### config.mk
export PLATFORM = sky130hd
export DESIGN_NAME = dsm2_serial_channel_decoder_flat
export DESIGN_NICKNAME = d
export VERILOG_FILES = /design/src/dsm2_pkg.sv /design/src/dsm2_item_if.sv /design/src/dsm2_result_if.sv /design/src/dsm2_frame_tracker.sv /design/src/dsm2_value_store.sv /design/src/dsm2_serial_channel_decoder.sv /design/src/flat_wrapper.sv
export SDC_FILE = /design/constraint.sdc
export NUM_CORES = 1
export LEC_CHECK = 0
export BUFFER_PORTS_ARGS = -buffer_cell sky130_fd_sc_hd__buf_2
export CAP_MARGIN = 30
export CELL_PAD_IN_SITES_DETAIL_PLACEMENT = 1
export CELL_PAD_IN_SITES_GLOBAL_PLACEMENT = 1
export CORE_MARGIN = 1.5
export CORE_UTILIZATION = 45
export DETAILED_ROUTE_END_ITERATION = 10
export PLACE_DENSITY = 0.76
export SYNTH_ARGS = -nofsm -noshare
export SYNTH_HDL_FRONTEND = slang
export SYNTH_SLANG_ARGS = --single-unit
### constraint.sdc
create_clock -name clk -period 3.34 [get_ports clk]
set_clock_uncertainty 0.2 [all_clocks]
set_input_delay 0.334 -clock clk [delete_from_list [all_inputs] [get_ports clk]]
set_output_delay 0.334 -clock clk [all_outputs]
set_load 0.005 [all_outputs]
### src/dsm2_pkg.sv
package dsm2_pkg;

    localparam int NUM_CHANNELS = 8;

    localparam int GAP_W   = 16;
    localparam int BYTE_W  = 8;
    localparam int RSLOT_W = 3;
    localparam int SLOT_W  = 4;
    localparam int VALUE_W = 11;
    localparam int MAP_W   = 48;
    localparam int CFG_IDX_W  = 2;
    localparam int CFG_DATA_W = 48;

    // index width into the channel table, never below one bit
    localparam int IDX_W = (NUM_CHANNELS > 1) ? $clog2(NUM_CHANNELS) : 1;

    localparam logic [GAP_W-1:0] GAP_THRESHOLD_RESET = 16'd5000;
    localparam logic [MAP_W-1:0] CHANNEL_MAP_RESET   = 48'hBA98_7654_3210;

    typedef enum logic [1:0] {
        OP_TICK = 2'd0,
        OP_BYTE = 2'd1,
        OP_READ = 2'd2
    } op_t;

    typedef enum logic {
        KIND_PAIR = 1'b0,
        KIND_READ = 1'b1
    } kind_t;

    localparam logic [CFG_IDX_W-1:0] CFG_GAP_THRESHOLD = 2'd0;
    localparam logic [CFG_IDX_W-1:0] CFG_WIDE_MODE     = 2'd1;
    localparam logic [CFG_IDX_W-1:0] CFG_CHANNEL_MAP   = 2'd2;

    // one decoded channel pair, handed from the frame tracker to the top level
    typedef struct packed {
        logic               valid;
        logic [SLOT_W-1:0]  slot;
        logic [VALUE_W-1:0] value;
        logic               stored;
    } pair_t;

endpackage

### src/dsm2_item_if.sv
interface dsm2_item_if;
    import dsm2_pkg::*;

    logic               valid;
    logic               ready;
    logic [1:0]         op;
    logic [BYTE_W-1:0]  data_byte;
    logic [RSLOT_W-1:0] read_slot;

    modport source (output valid, output op, output data_byte, output read_slot, input ready);
    modport sink   (input valid, input op, input data_byte, input read_slot, output ready);
endinterface

### src/dsm2_result_if.sv
interface dsm2_result_if;
    import dsm2_pkg::*;

    logic               valid;
    logic               ready;
    logic               kind;
    logic [SLOT_W-1:0]  slot;
    logic [VALUE_W-1:0] value;
    logic               stored;

    modport source (output valid, output kind, output slot, output value, output stored,
                    input ready);
    modport sink   (input valid, input kind, input slot, input value, input stored,
                    output ready);
endinterface

### src/dsm2_frame_tracker.sv
module dsm2_frame_tracker (
    input  logic                           clk,
    input  logic                           rst_n,
    input  logic                           fire,
    input  logic [1:0]                     op,
    input  logic [dsm2_pkg::BYTE_W-1:0]    data_byte,
    input  logic [dsm2_pkg::GAP_W-1:0]     gap_threshold,
    input  logic                           wide_mode,
    input  logic [dsm2_pkg::MAP_W-1:0]     channel_map,
    output dsm2_pkg::pair_t                pair
);
    import dsm2_pkg::*;

    typedef enum logic [1:0] {
        PH_NEW_FRAME   = 2'd0,
        PH_WAIT_FIRST  = 2'd1,
        PH_WAIT_SECOND = 2'd2
    } phase_t;

    phase_t             phase_reg, phase_next;
    logic [GAP_W-1:0]   gap_reg, gap_next;
    logic [BYTE_W-1:0]  first_reg, first_next;

    logic               long_gap;
    logic [SLOT_W-1:0]  chan;
    logic [SLOT_W-1:0]  mapped;
    logic [VALUE_W-1:0] value;

    assign long_gap = gap_reg > gap_threshold;

    // channel number and high value bits sit at different places per mode
    always_comb
    begin
        if (wide_mode)
        begin
            chan  = first_reg[6:3];
            value = {first_reg[2:0], data_byte};
        end
        else
        begin
            chan  = first_reg[5:2];
            value = {1'b0, first_reg[1:0], data_byte};
        end
    end

    assign mapped = channel_map[SLOT_W*chan +: SLOT_W];

    always_comb
    begin
        phase_next = phase_reg;
        gap_next   = gap_reg;
        first_next = first_reg;
        pair       = '0;
        if (fire && (op == OP_TICK))
        begin
            if (gap_reg != '1)
                gap_next = gap_reg + 1'b1;
        end
        else if (fire && (op == OP_BYTE))
        begin
            gap_next = '0;
            if (long_gap)
                phase_next = PH_NEW_FRAME;
            else
            begin
                unique case (phase_reg)
                    PH_NEW_FRAME:
                    begin
                        phase_next = PH_WAIT_FIRST;
                    end
                    PH_WAIT_FIRST:
                    begin
                        first_next = data_byte;
                        phase_next = PH_WAIT_SECOND;
                    end
                    default:
                    begin
                        phase_next  = PH_WAIT_FIRST;
                        pair.valid  = 1'b1;
                        pair.value  = value;
                        pair.slot   = chan;
                        if (chan < SLOT_W'(NUM_CHANNELS))
                        begin
                            pair.slot = mapped;
                            if (mapped < SLOT_W'(NUM_CHANNELS))
                                pair.stored = 1'b1;
                        end
                    end
                endcase
            end
        end
    end

    always_ff @(posedge clk or negedge rst_n)
    begin
        if (!rst_n)
        begin
            phase_reg <= PH_NEW_FRAME;
            gap_reg   <= '0;
            first_reg <= '0;
        end
        else
        begin
            phase_reg <= phase_next;
            gap_reg   <= gap_next;
            first_reg <= first_next;
        end
    end

endmodule

### src/dsm2_value_store.sv
module dsm2_value_store (
    input  logic                          clk,
    input  logic                          rst_n,
    input  logic                          wr_en,
    input  logic [dsm2_pkg::SLOT_W-1:0]   wr_slot,
    input  logic [dsm2_pkg::VALUE_W-1:0]  wr_value,
    input  logic [dsm2_pkg::SLOT_W-1:0]   rd_slot,
    output logic [dsm2_pkg::VALUE_W-1:0]  rd_value
);
    import dsm2_pkg::*;

    logic [VALUE_W-1:0] values_reg [NUM_CHANNELS];

    // slots beyond the table read as zero
    always_comb
    begin
        if (rd_slot < SLOT_W'(NUM_CHANNELS))
            rd_value = values_reg[rd_slot[IDX_W-1:0]];
        else
            rd_value = '0;
    end

    always_ff @(posedge clk or negedge rst_n)
    begin
        if (!rst_n)
        begin
            for (int i = 0; i < NUM_CHANNELS; i++)
                values_reg[i] <= '0;
        end
        else if (wr_en)
        begin
            values_reg[wr_slot[IDX_W-1:0]] <= wr_value;
        end
    end

endmodule

### src/dsm2_serial_channel_decoder.sv
// path: a beat accepted into the input register is decoded from it; its result beat is
//   offered from the result register. Throughput, while the result side does not stall:
//   one beat per cycle, set by the single decode pass between the two registers
// reset: asynchronous active low; clears gap counter, frame phase, first byte, the
//   channel table and restores the configuration registers to their defaults
module dsm2_serial_channel_decoder (
    input  logic                              clk,
    input  logic                              rst_n,
    dsm2_item_if.sink                         item,
    dsm2_result_if.source                     result,
    input  logic                              cfg_we,
    input  logic [dsm2_pkg::CFG_IDX_W-1:0]    cfg_index,
    input  logic [dsm2_pkg::CFG_DATA_W-1:0]   cfg_wdata
);
    import dsm2_pkg::*;

    // configuration registers
    logic [GAP_W-1:0] gap_threshold_reg;
    logic             wide_mode_reg;
    logic [MAP_W-1:0] channel_map_reg;

    // input register
    logic               stg_valid_reg;
    logic [1:0]         stg_op_reg;
    logic [BYTE_W-1:0]  stg_byte_reg;
    logic [RSLOT_W-1:0] stg_rslot_reg;

    // result register
    logic               res_valid_reg, res_valid_next;
    logic               res_kind_reg, res_kind_next;
    logic [SLOT_W-1:0]  res_slot_reg, res_slot_next;
    logic [VALUE_W-1:0] res_value_reg, res_value_next;
    logic               res_stored_reg, res_stored_next;

    logic               advance;
    logic               take_item;
    pair_t              pair;
    logic [SLOT_W-1:0]  rd_slot;
    logic [VALUE_W-1:0] rd_value;

    // the staged beat moves on whenever the result register is free or being emptied
    assign advance   = stg_valid_reg && (!res_valid_reg || result.ready);
    assign item.ready = !stg_valid_reg || advance;
    assign take_item  = item.valid && item.ready;

    // configuration writes, indexes beyond the list are ignored
    always_ff @(posedge clk or negedge rst_n)
    begin
        if (!rst_n)
        begin
            gap_threshold_reg <= GAP_THRESHOLD_RESET;
            wide_mode_reg     <= 1'b0;
            channel_map_reg   <= CHANNEL_MAP_RESET;
        end
        else if (cfg_we)
        begin
            unique case (cfg_index)
                CFG_GAP_THRESHOLD: gap_threshold_reg <= cfg_wdata[GAP_W-1:0];
                CFG_WIDE_MODE:     wide_mode_reg     <= cfg_wdata[0];
                CFG_CHANNEL_MAP:   channel_map_reg   <= cfg_wdata[MAP_W-1:0];
                default:           ;
            endcase
        end
    end

    // input register, payload held while stalled
    always_ff @(posedge clk or negedge rst_n)
    begin
        if (!rst_n)
            stg_valid_reg <= 1'b0;
        else if (item.ready)
            stg_valid_reg <= item.valid;
    end

    always_ff @(posedge clk)
    begin
        if (take_item)
        begin
            stg_op_reg    <= item.op;
            stg_byte_reg  <= item.data_byte;
            stg_rslot_reg <= item.read_slot;
        end
    end

    // gap timing, frame phase and pair decode
    dsm2_frame_tracker u_tracker (
        .clk           (clk),
        .rst_n         (rst_n),
        .fire          (advance),
        .op            (stg_op_reg),
        .data_byte     (stg_byte_reg),
        .gap_threshold (gap_threshold_reg),
        .wide_mode     (wide_mode_reg),
        .channel_map   (channel_map_reg),
        .pair          (pair)
    );

    assign rd_slot = {1'b0, stg_rslot_reg};

    // stored channel values, written by decoded pairs and read by read beats
    dsm2_value_store u_store (
        .clk      (clk),
        .rst_n    (rst_n),
        .wr_en    (pair.valid && pair.stored),
        .wr_slot  (pair.slot),
        .wr_value (pair.value),
        .rd_slot  (rd_slot),
        .rd_value (rd_value)
    );

    // result register: a read beat or a decoded pair fills it, ticks and skipped
    // bytes leave it empty
    always_comb
    begin
        res_valid_next  = res_valid_reg;
        res_kind_next   = res_kind_reg;
        res_slot_next   = res_slot_reg;
        res_value_next  = res_value_reg;
        res_stored_next = res_stored_reg;
        if (result.ready)
            res_valid_next = 1'b0;
        if (advance)
        begin
            if (stg_op_reg == OP_READ)
            begin
                res_valid_next  = 1'b1;
                res_kind_next   = KIND_READ;
                res_slot_next   = rd_slot;
                res_value_next  = rd_value;
                res_stored_next = 1'b0;
            end
            else if (pair.valid)
            begin
                res_valid_next  = 1'b1;
                res_kind_next   = KIND_PAIR;
                res_slot_next   = pair.slot;
                res_value_next  = pair.value;
                res_stored_next = pair.stored;
            end
        end
    end

    always_ff @(posedge clk or negedge rst_n)
    begin
        if (!rst_n)
            res_valid_reg <= 1'b0;
        else
            res_valid_reg <= res_valid_next;
    end

    always_ff @(posedge clk)
    begin
        res_kind_reg   <= res_kind_next;
        res_slot_reg   <= res_slot_next;
        res_value_reg  <= res_value_next;
        res_stored_reg <= res_stored_next;
    end

    assign result.valid  = res_valid_reg;
    assign result.kind   = res_kind_reg;
    assign result.slot   = res_slot_reg;
    assign result.value  = res_value_reg;
    assign result.stored = res_stored_reg;

endmodule
### src/flat_wrapper.sv
// flat-port wrapper written by rule: the top's interface ports become plain ports
module dsm2_serial_channel_decoder_flat import dsm2_pkg::*;
  (clk, rst_n, cfg_we, cfg_index, cfg_wdata, item_valid, item_op, item_data_byte, item_read_slot, item_ready, result_valid, result_kind, result_slot, result_value, result_stored, result_ready);
  dsm2_item_if item_i ();
  dsm2_result_if result_i ();
  input  logic clk;
  input  logic rst_n;
  input  logic cfg_we;
  input  logic [dsm2_pkg::CFG_IDX_W-1:0] cfg_index;
  input  logic [dsm2_pkg::CFG_DATA_W-1:0] cfg_wdata;
  input wire logic [$bits(item_i.valid)-1:0] item_valid;
  input wire logic [$bits(item_i.op)-1:0] item_op;
  input wire logic [$bits(item_i.data_byte)-1:0] item_data_byte;
  input wire logic [$bits(item_i.read_slot)-1:0] item_read_slot;
  output wire logic [$bits(item_i.ready)-1:0] item_ready;
  output wire logic [$bits(result_i.valid)-1:0] result_valid;
  output wire logic [$bits(result_i.kind)-1:0] result_kind;
  output wire logic [$bits(result_i.slot)-1:0] result_slot;
  output wire logic [$bits(result_i.value)-1:0] result_value;
  output wire logic [$bits(result_i.stored)-1:0] result_stored;
  input wire logic [$bits(result_i.ready)-1:0] result_ready;
  assign item_i.valid = item_valid;
  assign item_i.op = item_op;
  assign item_i.data_byte = item_data_byte;
  assign item_i.read_slot = item_read_slot;
  assign item_ready = item_i.ready;
  assign result_valid = result_i.valid;
  assign result_kind = result_i.kind;
  assign result_slot = result_i.slot;
  assign result_value = result_i.value;
  assign result_stored = result_i.stored;
  assign result_i.ready = result_ready;
  dsm2_serial_channel_decoder u_core (.clk(clk), .rst_n(rst_n), .item(item_i), .result(result_i), .cfg_we(cfg_we), .cfg_index(cfg_index), .cfg_wdata(cfg_wdata));
endmodule
-- Yosys cells after proc, flatten, opt, wreduce, memory -nomap -nowiden
Cells that the tools add are included.
- register bits: 210
- input bits: 68
- output and inout port bits: 19
- word-level logic and storage cells: 98
- add/sub/neg operators: 1
- $lt $le $gt $ge: 7
- equality and inequality tests: 7
- shift-type cells: 1
- multiplexer cells: 31
- bitwise gates (word level): 4
- reduce and logical (&&, ||, !) cells: 23
- operator list (kind ; number):
    $bwmux W88 ; 1
    $mux W11 ; 7
    $mux W17 ; 4
    $mux W16 ; 3
    $shiftx A48 B7 Y4 ; 1
    $bmux W11 S3 ; 1
    $demux W11 S3 ; 1
    $add A16 B1 Y16 const B ; 1
    $gt A16 B16 Y1 ; 1
    $ne A16 B16 Y1 const B ; 1
    $mux W4 ; 3
    $reduce_and A2 Y1 ; 6
    $ge A4 B4 Y1 const B ; 2
    $lt A4 B4 Y1 const B ; 2
    $mux W1 ; 8
    $not A3 Y4 ; 2
    $eq A2 B1 Y1 const B ; 3
    $logic_and A1 B1 Y1 ; 6
    $logic_not A2 Y1 ; 3
    $eq A2 B2 Y1 const B ; 2
    $lt A3 B4 Y1 const B ; 1
    $lt A4 B1 Y1 const B ; 1
    $mux W2 ; 2
    $reduce_and A4 Y1 ; 1
    7 further kinds ; 11

-- Logic depth before layout (Yosys ltp)
- depth after elaboration: 15
- gate-level depth with buffers: 10
- gate-level depth less buffers: 9

-- Cells and area by module
From an unflattened synthesis, not the netlist that was laid out.
- cells, all modules: 664
- area, all modules: 9835.7 um^2
- modules (own cells, without submodules) (module ; instances ; cells each ; area each (um^2) ; seq. area each (um^2)):
    dsm2_value_store ; 1 ; 244 ; 4020.1 ; 2202.1
    dsm2_serial_channel_decoder ; 1 ; 200 ; 3674.8 ; 2608.8
    dsm2_frame_tracker ; 1 ; 220 ; 2140.8 ; 625.6

-- Worst setup path before layout
Ideal clock, no wire load.
- kind: flip-flop to flip-flop
- start: register u_core.gap_threshold_reg[12]
- end: register u_core.res_kind_reg (netlist: u_core.result.kind) (enable)
- library setup time: 397 ps
- arrival: 3046 ps
- setup slack: -303 ps
- stages on the path, launching flop included: 10
- path buffers: 0
- period minus slack after synthesis: 3643 ps
- cell sequence: dfstp_2 inv_1 ha_1 nand4_2 nor2_1 or4_1 o31a_1 nor2_1 inv_1 a21oi_1
- longest elaborated chain between the ends: 6
- ends and longest elaborated chain (item ; line ; RTL):
    start, declared ; dsm2_serial_channel_decoder.sv:18 ; logic [GAP_W-1:0] gap_threshold_reg;
    start signal, assigned ; dsm2_serial_channel_decoder.sv:58 ; CFG_GAP_THRESHOLD: gap_threshold_reg <= cfg_wdata[GAP_W-1:0];
    $gt A16 B16 Y1 ; dsm2_frame_tracker.sv:29 ; assign long_gap = gap_reg > gap_threshold;
    $mux W17 ; dsm2_frame_tracker.sv:62 ; if (long_gap)
    $mux W17 ; dsm2_frame_tracker.sv:59 ; else if (fire && (op == OP_BYTE))
    $mux W17 ; dsm2_frame_tracker.sv:54 ; if (fire && (op == OP_TICK))
    $reduce_bool A2 Y1 (no line) ; n/a ;
    $reduce_and A2 Y1 (no line) ; n/a ;
    end signal, assigned ; dsm2_serial_channel_decoder.sv:153 ; res_kind_reg <= res_kind_next;
    end, declared ; dsm2_serial_channel_decoder.sv:30 ; logic res_kind_reg, res_kind_next;
No other way between the ends.
A chain may end at the register's enable or synchronous reset.

-- Final worst setup path
- start: register u_core.u_tracker.gap_reg[14]
- end: register u_core.u_store.values_reg[66] (netlist name)
- longest elaborated chain between the ends: 10
- elaborated cells between the ends (all ways): 12
- those cells by class: order compare: 3; mux: 6; bitwise: 1; reduce/logical: 2
- ends and longest elaborated chain (item ; line ; RTL):
    start, declared ; dsm2_frame_tracker.sv:21 ; logic [GAP_W-1:0] gap_reg, gap_next;
    start signal, assigned ; dsm2_frame_tracker.sv:105 ; gap_reg <= gap_next;
    $gt A16 B16 Y1 (*) ; dsm2_frame_tracker.sv:29 ;
    $mux W17 (*) ; dsm2_frame_tracker.sv:62 ;
    $mux W17 (*) ; dsm2_frame_tracker.sv:59 ;
    $mux W17 (*) ; dsm2_frame_tracker.sv:54 ;
    $not A3 Y4 (not written as such) ; dsm2_value_store.sv:32 ; values_reg[wr_slot[IDX_W-1:0]] <= wr_value;
    $ge A4 B4 Y1 (not written as such) / $lt A4 B1 Y1 (equally long branches) ; dsm2_value_store.sv:32 ;
    $logic_and A1 B1 Y1 (not written as such) ; dsm2_value_store.sv:32 ;
    $mux W11 (not written as such) ; dsm2_value_store.sv:32 ;
    $demux W11 S3 ; dsm2_value_store.sv:32 ;
    $bwmux W88 ; dsm2_value_store.sv:32 ;
    end signal, assigned by index ; dsm2_value_store.sv:32 ;
    end, declared ; dsm2_value_store.sv:12 ; logic [VALUE_W-1:0] values_reg [NUM_CHANNELS];
Mark *: on every way between the ends. The rest lies on a longest branch, timed or not.

==> impl_metrics.yaml <==
place:
  place_congestion: 0.802
  hpwlAfterDp_mm: 15.1
  portBuffers: 70
  post-place-ws_ns: 0.0133
min_path:
  min_path_type: "in2reg"
sta:
  fin_ws_ns: 0.102
  finalCritPeriodShare_pct: 97.0
  rsz0062_at_grt: "no"
  post-route-min-period_ns: 3.24
  setup_viol: 0
  fin_setup_tns_ns: 0
  worstMarginPinSlew_ns: 0.909
  hold_viol_final: 0
  relSlewSlack_pct: 39.4
  clock.fmax_mhz: 309
  maxSlewViolCount: 0
synth:
  ys_seq_area_share_pct: 53.4
  ys_warn_count: 0
  async_flop_share_pct: 84.5
  synth_cell_types: 62
  avgSynthCellArea_um2: 13.8
  syn_nets: 766
  synth_area_um2: 9420
  synth_seq_cells: 194
  synth_ff_type: "dfrtp_1"
  syn-instance-count: 681
  synth_edf_count: 30
setup_path:
  cp_slowest_stage_delay_ns: 0.52
  path_common_cell: "buf_4"
  cpMaxStageDelayCell: "or4_1"
  required_ns: 3.46
  crit_fanout: 11
  crit_type: "reg2reg"
  critPathTopFamily: "simple AND/OR/NAND/NOR gates"
  crit_buf_inv: 2
  worst_setup_path_start_kind: "register"
  cp_data_arrival_time_ns: 3.36
  crit_path_cell_trace: "ha_1 -> nand4_4 -> nor2_1 -> or4_1 -> o31a_1 -> buf_4 -> nor3b_4 -> nand2_1 -> buf_4 -> mux2_4"
  critical_path.endpoint_type: "register"
route:
  routed_wl_mm: 23.8
  wl_per_cell_um: 21.7
  vias: 6046
  drt_iter0_markers: 223
  postRouteAntennaNets: 0
  drc_errors: 0
  dr.pass1.iters: 5
  via_per_inst: 5.50
clocking:
  cts_buffer_depth: 2
  path_clk_slew_ns: 0.07
  htree_levels: 4
  clock-sinks: 194
  cts_tree: "done"
  clock_latency_ns: 0.44
  cts_inserted_buffers: 17
  root_buffer: "clkbuf_16"
grt:
  track_usage_pct: 23.0
  grt_start_max_net_pins: 89
  grt_pass1_vias: 6940
  antenna_found_initial: 0
  grt_pass1_wl_mm: 37.9
  grt_overflow: 0
final_layout:
  drive_gt1_share_pct: 39.2
  largest_reg_flops: 88
  n_fill_cell: 2031
  n_antenna_cell: 0
  fin_util_pct: 55.6
  final_common_cell: "dfrtp_1"
  mostFrequentLayoutCells: "dfrtp_1 (144), mux2_2 (86), buf_2 (69)"
  multiInputGateArea_um2: 4060
  regArea_um2: 5030
  nets: 901
  syn_to_final_growth_pct: 20.2
power_and_ir_drop:
  power_density_nw_per_um2: 634
  finalPower_uw: 7180
  power.leakage_uw: 0.00519
  vdd.ir_drop.worst_mv: 0.432
floorplan:
  core_um2: 20400
  ioPinCount: 87
  die_x_um: 148
  die_area_um2: 21800
  core.rowCount: 52
  start_util_pct: 46.2
  fp.dieH_um: 148
status:
  status: "completed"
job:
  maxCapViolations: 0
==> cells in the mapped netlist (all sizes together) (4+ instances only) <==
| cell type | count | area share (%) |
|---|---|---|
| and3 | 5 | 0.33 |
| and2 | 7 | 0.52 |
| nand3 | 4 | 0.21 |
| dfstp | 17 | 4.7 |
| nor3 | 4 | 0.33 |
| a21oi | 10 | 0.53 |
| nand4 | 11 | 0.80 |
| nor3b | 9 | 0.94 |
| o21ai | 37 | 2.0 |
| mux2 | 133 | 17 |
| inv | 23 | 0.92 |
| nor2 | 21 | 0.84 |
| edfxtp | 30 | 9.6 |
| clkbuf | 17 | 0.68 |
| a211oi | 4 | 0.32 |
| nand2b | 5 | 0.33 |
| nand2 | 56 | 2.3 |
| ha | 17 | 2.3 |
| mux4 | 29 | 7.0 |
| mux2i | 20 | 2.2 |
| xor2 | 11 | 1.0 |
| dfrtp | 147 | 39 |
| buf | 25 | 2.6 |
==> where the power goes <==
group | internal [uW] | switching [uW]
Clock | 1170 | 909
Sequential | 2900 | 404
Combinational | 1020 | 773
Total | 5090 | 2090
==> kinds of logic after synthesis <==
group / count (synthesis) / share of synthesized area [%]
AOI/OAI and AO/OA: 74 / 4.88
DFF: 194 / 53.4
and+or+nand+nor: 137 / 7.89
adders and majority gates: 17 / 2.26
xor gates and xnor gates: 12 / 1.12
muxes: 182 / 26.3
buffers and inverters: 65 / 4.16
==> what timing repair did <==
| action | in CTS | in global routing |
|---|---|---|
| endpoints found under the setup margin | 34 | 93 |
| setup buffers | 1 | 3 |
| hold endpoints to repair | 132 | 1 |
| gates resized for setup | 0 | 9 |
| hold buffers | 47 | 1 |
| gates cloned | 1 | 0 |
| pin swaps | 3 | 2 |
==> metrics by stage <==
| step | hold WS, ns | area (um^2) | std cells |
|---|---|---|---|
| 5_1_grt | 0.128 | 11300 | 1099 |
| 6_report | 0.0925 | 11300 | 1099 |
| 2_1_floorplan | -0.162 | 9420 | 681 |
| 3_5_place_dp | 0.273 | 10100 | 1014 |
| 4_1_cts | 0.00158 | 11200 | 1095 |
| 3_3_place_gp | 0.255 | 10100 | 1014 |
==> worst min-delay path: stages <==
cell and delay [ns]:
buf_2 0.11, nor3b_2 0.10, nand2_1 0.08, o21ai_0 0.09
==> final timing paths <==
kind,startpoint,endpoint,slack [ns],depth (start not counted)
setup / recovery,u_core.u_tracker.gap_reg[14]$_DFFE_PN0P_,u_core.u_store.values_reg[66]$_DFFE_PN0P_,0.10,10
max in group asynchronous,rst_n,u_core.u_store.values_reg[27]$_DFFE_PN0P_,1.60,3
hold / removal,cfg_index[1],u_core.gap_threshold_reg[12]$_DFFE_PN1P_,0.09,4
setup reg to reg,u_core.u_tracker.gap_reg[14]$_DFFE_PN0P_,u_core.u_store.values_reg[66]$_DFFE_PN0P_,0.10,10
hold reg to reg,u_core.u_store.values_reg[60]$_DFFE_PN0P_,u_core.u_store.values_reg[60]$_DFFE_PN0P_,0.28,1
min in group asynchronous,rst_n,u_core.stg_valid_reg$_DFFE_PN0N_,0.35,2
==> layout make-up <==
type,count,area share [%]
Sequential cell,194,44.4
Multi-Input combinational cell,423,35.9
Timing Repair Buffer,157,10.7
Clock buffer,21,4.16
Tap cell,270,2.99
Clock inverter,11,1.11
Inverter,23,0.763
==> layer usage <==
layer | vias to the layer above | track usage, % | routed length [um]
li1 | 2745 | - | -
met1 | 3173 | 27.6 | 10000
met2 | 100 | 41.9 | 12700
met3 | 28 | 4.38 | 674
met4 | 0 | 6.50 | 381
met5 | - | 0 | 0
(Power assumes the default switching activity.)
